**config.mk**
```make
export PLATFORM = sky130hd
export DESIGN_NAME = smc_back
export DESIGN_NICKNAME = d
export VERILOG_FILES = /design/src/rtl/core/smc_pkg.sv /design/src/rtl/core/smc_back.sv
export SDC_FILE = /design/constraint.sdc
export NUM_CORES = 1
export LEC_CHECK = 0
export BUFFER_PORTS_ARGS = -buffer_cell sky130_fd_sc_hd__buf_2
export CAP_MARGIN = 30
export CORE_MARGIN = 3
export CORE_UTILIZATION = 30
export CTS_CLUSTER_DIAMETER = 80
export DETAILED_ROUTE_END_ITERATION = 10
export PLACE_DENSITY = 0.53
export SYNTH_ARGS = -nofsm -noshare
export SYNTH_HDL_FRONTEND = slang
export SYNTH_SLANG_ARGS = --single-unit
```
**constraint.sdc**
```tcl
create_clock -name i_clk -period 4.47 [get_ports i_clk]
set_clock_uncertainty 0.1 [all_clocks]
set_input_delay 0 -clock i_clk [delete_from_list [all_inputs] [get_ports i_clk]]
set_output_delay 0 -clock i_clk [all_outputs]
set_load 0.05 [all_outputs]
```
**src/rtl/core/smc_pkg.sv**
```systemverilog
// smc_pkg: shared types, constants and codes for the STUN message checker.
// Used by every module in rtl/core; depends on nothing.
package smc_pkg;

    localparam int unsigned MAX_PACKET_BYTES = 2048;
    localparam int unsigned HDR_BYTES        = 20;
    localparam int unsigned COUNT_W          = $clog2(MAX_PACKET_BYTES + 1);

    typedef logic [COUNT_W-1:0] t_count;

    localparam t_count COUNT_MAX = t_count'(MAX_PACKET_BYTES);
    localparam t_count COUNT_HDR = t_count'(HDR_BYTES);

    // result status codes
    typedef logic [2:0] t_status;
    localparam t_status ST_OK        = 3'd0;
    localparam t_status ST_SHORT     = 3'd1;
    localparam t_status ST_BAD_FIRST = 3'd2;
    localparam t_status ST_LEN_MISM  = 3'd3;
    localparam t_status ST_LEN_ALIGN = 3'd4;

    // configuration register indexes
    localparam int unsigned CFG_IDX_W = 2;
    typedef logic [CFG_IDX_W-1:0] t_cfg_idx;
    localparam t_cfg_idx CFG_USE_CAND = 2'd0;
    localparam t_cfg_idx CFG_BIND_REQ = 2'd1;

    localparam logic [15:0] USE_CAND_RST = 16'd37;
    localparam logic [15:0] BIND_REQ_RST = 16'd1;

    // token queue between front and back, result queue after back
    localparam int unsigned TOK_DEPTH = 4;
    localparam int unsigned TOK_PTR_W = $clog2(TOK_DEPTH);
    localparam int unsigned RES_DEPTH = 2;
    localparam int unsigned RES_PTR_W = $clog2(RES_DEPTH);

    typedef struct packed {
        logic [7:0] byte_data;
        logic       last_byte;
    } t_in;

    typedef struct packed {
        t_status     status;
        logic [15:0] message_type;
        logic        is_binding_request;
        logic        use_candidate;
    } t_out;

    typedef enum logic [2:0] {
        CLS_TYPE_HI,
        CLS_TYPE_LO,
        CLS_LEN_HI,
        CLS_LEN_LO,
        CLS_FIXED,
        CLS_BODY
    } t_cls;

    typedef struct packed {
        t_cls       cls;
        logic [7:0] data;
        logic       last;
        logic       ovf;
        t_count     count;
    } t_tok;

endpackage

```
**src/rtl/core/smc_back.sv**
```systemverilog
// smc_back: header capture, attribute walk and result build of the checker.
// Depends on smc_pkg; fed by smc_tok_fifo, feeds smc_res_fifo.
module smc_back (
    input  logic          i_clk,
    input  logic          i_rst_n,
    input  logic          i_tok_empty,
    input  smc_pkg::t_tok i_tok,
    input  logic          i_res_full,
    input  logic [15:0]   i_use_cand_code,
    input  logic [15:0]   i_bind_req_code,
    output logic          o_tok_pop,
    output logic          o_res_push,
    output smc_pkg::t_out o_res
);

    logic [15:0] r_type_word;
    logic [15:0] r_hdr_len;
    logic        r_first_bad;
    logic [23:0] r_shift;
    logic [1:0]  r_idx;
    logic [15:0] r_skip;
    logic        r_walk_done;
    logic        r_seen;

    logic [15:0] n_type_word;
    logic [15:0] n_hdr_len;
    logic        n_first_bad;
    logic [23:0] n_shift;
    logic [1:0]  n_idx;
    logic [15:0] n_skip;
    logic        n_walk_done;
    logic        n_seen;

    logic [15:0] u_type_word;
    logic [15:0] u_hdr_len;
    logic        u_first_bad;
    logic [23:0] u_shift;
    logic [1:0]  u_idx;
    logic [15:0] u_skip;
    logic        u_walk_done;
    logic        u_seen;

    logic        take;
    logic [31:0] attr_hdr;
    logic [16:0] rounded;
    logic        too_short;
    logic [16:0] len_sum;
    smc_pkg::t_status status;

    assign take      = !i_tok_empty && (!i_tok.last || !i_res_full);
    assign o_tok_pop = take;
    assign attr_hdr  = {r_shift, i_tok.data};
    assign rounded   = ({1'b0, attr_hdr[15:0]} + 17'd3) & ~17'd3;

    // per-byte update
    always_comb begin
        u_type_word = r_type_word;
        u_hdr_len   = r_hdr_len;
        u_first_bad = r_first_bad;
        u_shift     = r_shift;
        u_idx       = r_idx;
        u_skip      = r_skip;
        u_walk_done = r_walk_done;
        u_seen      = r_seen;
        unique case (i_tok.cls)
            smc_pkg::CLS_TYPE_HI: begin
                u_type_word = {i_tok.data, 8'h00};
                u_first_bad = (i_tok.data > 8'h01);
            end
            smc_pkg::CLS_TYPE_LO: u_type_word = {r_type_word[15:8], i_tok.data};
            smc_pkg::CLS_LEN_HI:  u_hdr_len   = {i_tok.data, 8'h00};
            smc_pkg::CLS_LEN_LO:  u_hdr_len   = {r_hdr_len[15:8], i_tok.data};
            smc_pkg::CLS_BODY: begin
                if (!r_walk_done) begin
                    if (r_skip != '0) begin
                        u_skip = r_skip - 1'b1;
                    end else begin
                        u_shift = attr_hdr[23:0];
                        if (r_idx != 2'd3) begin
                            u_idx = r_idx + 1'b1;
                        end else begin
                            u_idx = '0;
                            if (attr_hdr[31:16] == i_use_cand_code) begin
                                u_seen = 1'b1;
                            end
                            if (rounded[16]) begin
                                u_walk_done = 1'b1;
                            end else begin
                                u_skip = rounded[15:0];
                            end
                        end
                    end
                end
            end
            default: ;
        endcase
    end

    always_comb begin
        n_type_word = r_type_word;
        n_hdr_len   = r_hdr_len;
        n_first_bad = r_first_bad;
        n_shift     = r_shift;
        n_idx       = r_idx;
        n_skip      = r_skip;
        n_walk_done = r_walk_done;
        n_seen      = r_seen;
        if (take) begin
            if (i_tok.last) begin
                n_type_word = '0;
                n_hdr_len   = '0;
                n_first_bad = 1'b0;
                n_shift     = '0;
                n_idx       = '0;
                n_skip      = '0;
                n_walk_done = 1'b0;
                n_seen      = 1'b0;
            end else begin
                n_type_word = u_type_word;
                n_hdr_len   = u_hdr_len;
                n_first_bad = u_first_bad;
                n_shift     = u_shift;
                n_idx       = u_idx;
                n_skip      = u_skip;
                n_walk_done = u_walk_done;
                n_seen      = u_seen;
            end
        end
    end

    always_ff @(posedge i_clk) begin
        if (!i_rst_n) begin
            r_type_word <= '0;
            r_hdr_len   <= '0;
            r_first_bad <= 1'b0;
            r_shift     <= '0;
            r_idx       <= '0;
            r_skip      <= '0;
            r_walk_done <= 1'b0;
            r_seen      <= 1'b0;
        end else begin
            r_type_word <= n_type_word;
            r_hdr_len   <= n_hdr_len;
            r_first_bad <= n_first_bad;
            r_shift     <= n_shift;
            r_idx       <= n_idx;
            r_skip      <= n_skip;
            r_walk_done <= n_walk_done;
            r_seen      <= n_seen;
        end
    end

    // result on the last byte
    assign too_short = !i_tok.ovf && (i_tok.count < smc_pkg::COUNT_HDR);
    assign len_sum   = {1'b0, u_hdr_len} + 17'(smc_pkg::HDR_BYTES);

    always_comb begin
        if (too_short) begin
            status = smc_pkg::ST_SHORT;
        end else if (u_first_bad) begin
            status = smc_pkg::ST_BAD_FIRST;
        end else if (i_tok.ovf || (len_sum != 17'(i_tok.count))) begin
            status = smc_pkg::ST_LEN_MISM;
        end else if (u_hdr_len[1:0] != 2'b00) begin
            status = smc_pkg::ST_LEN_ALIGN;
        end else begin
            status = smc_pkg::ST_OK;
        end
    end

    assign o_res_push               = take && i_tok.last;
    assign o_res.status             = status;
    assign o_res.message_type       = too_short ? 16'h0000 : u_type_word;
    assign o_res.is_binding_request = !too_short && (u_type_word == i_bind_req_code);
    assign o_res.use_candidate      = (status == smc_pkg::ST_OK) && u_seen;

endmodule

```
# Yosys cells after proc, flatten, opt, wreduce, memory -nomap -nowiden
# Index checks and enable logic that the tools add are counted.
dict set report totals {
  regBits 77
  in_bits 61
  output_inout_bits 23
  elab_cells 84
}
dict set report op_classes {
  addsub 4
  magnitude_cmp 2
  eq_ne 12
  mux 38
  n_reduce_logical 20
}
# op count
set ops {}
lappend ops {{$mux 16} 9}
lappend ops {{$mux 24} 4}
lappend ops {{$pmux 16 s2} 2}
lappend ops {{$eq 16x16->1} 2}
lappend ops {{$add 16x2->17 const B} 1}
lappend ops {{$add 16x5->17 const B} 1}
lappend ops {{$ne 17x12->1} 1}
lappend ops {{$reduce_bool 16->1} 1}
lappend ops {{$sub 16x1->16 const B} 1}
lappend ops {{$mux 1} 14}
lappend ops {{$lt 12x5->1 const B} 1}
lappend ops {{$mux 3} 4}
lappend ops {{$mux 2} 5}
lappend ops {{$gt 8x1->1 const B} 1}
lappend ops {{$eq 3x2->1 const B} 2}
lappend ops {{$logic_not 3->1} 2}
lappend ops {{$ne 2x2->1 const B} 3}
lappend ops {{$logic_and 1x1->1} 5}
lappend ops {{$logic_not 1->1} 5}
lappend ops {{$reduce_and 5->1} 1}
lappend ops {{$reduce_and 4->1} 1}
lappend ops {{$reduce_bool 2->1} 2}
lappend ops {{$eq 3x1->1 const B} 1}
lappend ops {{$eq 3x3->1 const B} 1}
lappend ops {{5 further kinds} 6}

# Logic depth before layout (Yosys ltp)
dict set report depth {
  word_depth 10
  ltp_mapped 11
  depth_no_buf 10
}

# Least setup slack after synthesis
# No wires, ideal clock.
dict set report synth_timing {
  path_type {input -> output}
  from {input port i_tok[16] (netlist name)}
  to {output port o_res[0] (netlist name)}
  t_arrival_ns 3.134
  path_slack_ns 1.236
  cell_stages 11
  path_buffers 1
  cell_sequence {clkbuf_1 > and2_1 > mux2i_1 > inv_1 > ha_1 > inv_1 > a2111oi_4 > and4bb_1 > nor2_1 > or4_4 > nor3_1}
}
# element line_no
set synth_lines {}
lappend synth_lines {{start: declaration} smc_back.sv:7} ;# input smc_pkg::t_tok i_tok,
lappend synth_lines {{end: declaration} smc_back.sv:13} ;# output smc_pkg::t_out o_res

==> flow_summary.ini <==
[logic_synthesis]
synth_area_um2 = 5240
synth-seq-area-share_pct = 29.4
synth_edf_count = 0
synth-seq-cells = 77
synth.top_cell.area_share_pct = 29.4
ys_top_cells_by_area = dfxtp_1, xor2_1, mux2i_1, xnor2_1, nand2_1
synth_largest_area_cell = dfxtp_1
ys.flop_type = dfxtp_1
synth_area_per_cell_um2 = 7.91
syn_inst = 662
yosysWarnings = 0
syn_nets = 727
synth_cell_types = 64
ys_async_sr_fraction_pct = 0

[power_and_ir_drop]
p_sw_share_pct = 35.7
p_seq_share_pct = 32.7
combinationalPowerShare_pct = 34.7
p_switching_w = 0.000818
clkPwrFrac_pct = 32.6
total_power_w = 0.00229
internal_power_w = 0.00148
p_per_area_nw_per_um2 = 374
peakVddDrop_v = 0.000229
p_leak_nw = 2.38

[setup_path]
required_ns = 4.37
crit_arrival_ns = 3.24
cp-startpoint = i_tok[17]
crit_path_end_kind = output pin
cp_max_fo = 10
worst_r2r_path_depth = 9
crit_type = input port to output pin
rrSetupSlack_ns = 1.38
start_kind = input port
reg2reg_from = r_skip[6]
r2r-end = r_idx[0]

[routing]
num_vias = 4817
wl_per_cell_um = 15.5
viasPerCell = 5.08
drc = 0
dr.first_iter.drc_count = 353
wl_um = 14700
dr.pass1.iters = 5
detail-route-antenna-nets = 0

[clocking]
clk_pin_slew_ns = 0.06
cts_hold_buf = 4
ctsResizeCount = 0
clk_latency_ns = 0.35
cts_root_buf = clkbuf_16
htreeDepth = 3
clock-sinks = 77
clockBufferDepth = 2
tritoncts = done
cts_inserted_buffers = 9
post_cts.repair.setup_buffers = 0

[global_routing]
gr-total-overflow = 0
antenna_found_initial = 1
grt_use_total_pct = 15.3
grt_pass1_wl_um = 24000
grt_pass1_vias = 4500
grt_max_degree = 46

[placement]
hpwl_um = 10600
portBuffers = 83
post-place-ws_ns = 1.28
place.gp.congestion = 0.820

[sta]
min_period_over_period_pct = 74.7
hold_viol = 0
tns_ns = 0
rsz0062_at_grt = false
max_freq_mhz = 300
drv_slew = 0
tightest_slew_ns = 0.929
finalCriticalPeriod_ns = 3.34
worst_slack_ns = 1.13
max_slew_margin_pct = 37.5
final-setup-viol-count = 0

[floorplan]
rows = 47
dieArea_um2 = 19100
die_y_um = 138
initial_core_util_pct = 31.1
design.core.area_um2 = 16800
die_x_um = 138
pin_count = 84

[final_layout]
antennaDiodeCount = 0
layout-drive-gt1-share_pct = 17.0
syn2layout_area_growth_pct = 17.1
final_cell_mix = buf_2, dfxtp_1, nand2_1
final_nets = 788
layout_commonest_cell = buf_2

[hold_path]
min_from = i_tok[14]
whs_endpoint = r_shift[0]
hp-class = input port to flip-flop
hold_depth = 3

[run]
cap_violations = 0

[outcome]
status = finished, final reports clean
-- sequential cells by signal, summed over array words and instances, names as in the netlist --
| name | flops |
|---|---|
| r_hdr_len | 16 |
| r_seen | 1 |
| r_first_bad | 1 |
| r_walk_done | 1 |
| r_skip | 16 |
| r_shift | 24 |
| r_idx | 2 |
| r_type_word | 16 |
-- per-layer routing --
metal,vias up,track usage (%),wire (µm)
met5,-,0,13
met3,12,4.18,781
met1,2238,21.8,7430
li1,2455,-,-
met4,2,4.37,172
met2,110,22.8,6300
-- power groups by stage --
stage	clock network, W	logic (W)	registers, W
final	0.000747	0.000797	0.000749
after global routing	0.000797	0.000884	0.000754
after CTS	0.000770	0.000798	0.000748
after detailed placement	0	0.000792	0.000763
after global placement	0	0.000790	0.000763
after floorplan	0	0.000614	0.000755
-- synthesized netlist by cell type (3+ instances only) --
master and n:
or3_1 3, nand3_1 21, buf_4 3, o21ai_0 35
and3_1 10, or4_1 4, xor2_1 42, nor3_1 17
nor4_1 12, nand3b_1 23, ha_1 4, dfxtp_1 77
nor2b_1 24, buf_2 9, inv_1 9, o22ai_1 3
a21oi_1 18, nand2b_1 3, a31oi_1 4, and2_1 29
mux2i_1 29, nor2_1 52, nand2_1 69, a32o_1 3
nand4_1 8, or3b_2 3, a21boi_0 29, a22oi_1 15
clkbuf_1 32, xnor2_1 30, a2111oi_0 6
-- how the worst max path moves through the flow --
stage                endpoint  cells after the start
CTS                 o_res[20]                     13
finish              o_res[20]                     13
global route        o_res[20]                     13
floorplan            o_res[0]                     11
detailed placement  o_res[18]                     12
global placement    o_res[18]                     12
-- final cells by class --
type / instances / area, µm²
Clock inverter: 6 / 71.3
Tap cell: 220 / 275
Timing Repair Buffer: 96 / 523
Sequential cell: 77 / 1540
Clock buffer: 10 / 229
Multi-Input combinational cell: 529 / 3450
Inverter: 10 / 37.5
Fill cell: 1818 / 10700
-- critical path, stage by stage --
cell           delay [ns]
dlygate4sd3_1        0.52
buf_2                0.29
and2_1               0.22
mux2i_1              0.10
inv_1                0.10
ha_1                 0.19
inv_1                0.09
a2111oi_4            0.40
and4bb_1             0.26
nor2_1               0.05
or4_4                0.53
nor4_2               0.20
buf_2                0.29
-- metrics by stage --
stage / utilization (%) / cell area [µm²] / instances / hold WS (ns)
4_1_cts: 36.5 / 6130 / 948 / 0.00548
3_5_place_dp: 34.4 / 5790 / 928 / 0.329
2_1_floorplan: - / 5240 / 662 / 0.0581
5_1_grt: 36.5 / 6130 / 948 / 0.0233
6_report: 36.5 / 6130 / 948 / 0.0140
3_3_place_gp: 34.4 / 5790 / 928 / 0.324
-- cell families (layout without fill, tap and decap cells) --
logic type / Yosys count / in the layout / synth area share, %
AOI/OAI and AO/OA: 128 / 128 / 16.5
xor gates and xnor gates: 72 / 72 / 12.0
adders and majority gates: 4 / 4 / 0.956
buffers and inverters: 56 / 122 / 4.59
DFF: 77 / 77 / 29.4
muxes: 32 / 32 / 6.29
and+or+nand+nor: 293 / 293 / 30.2
(Power assumes the default switching activity.)
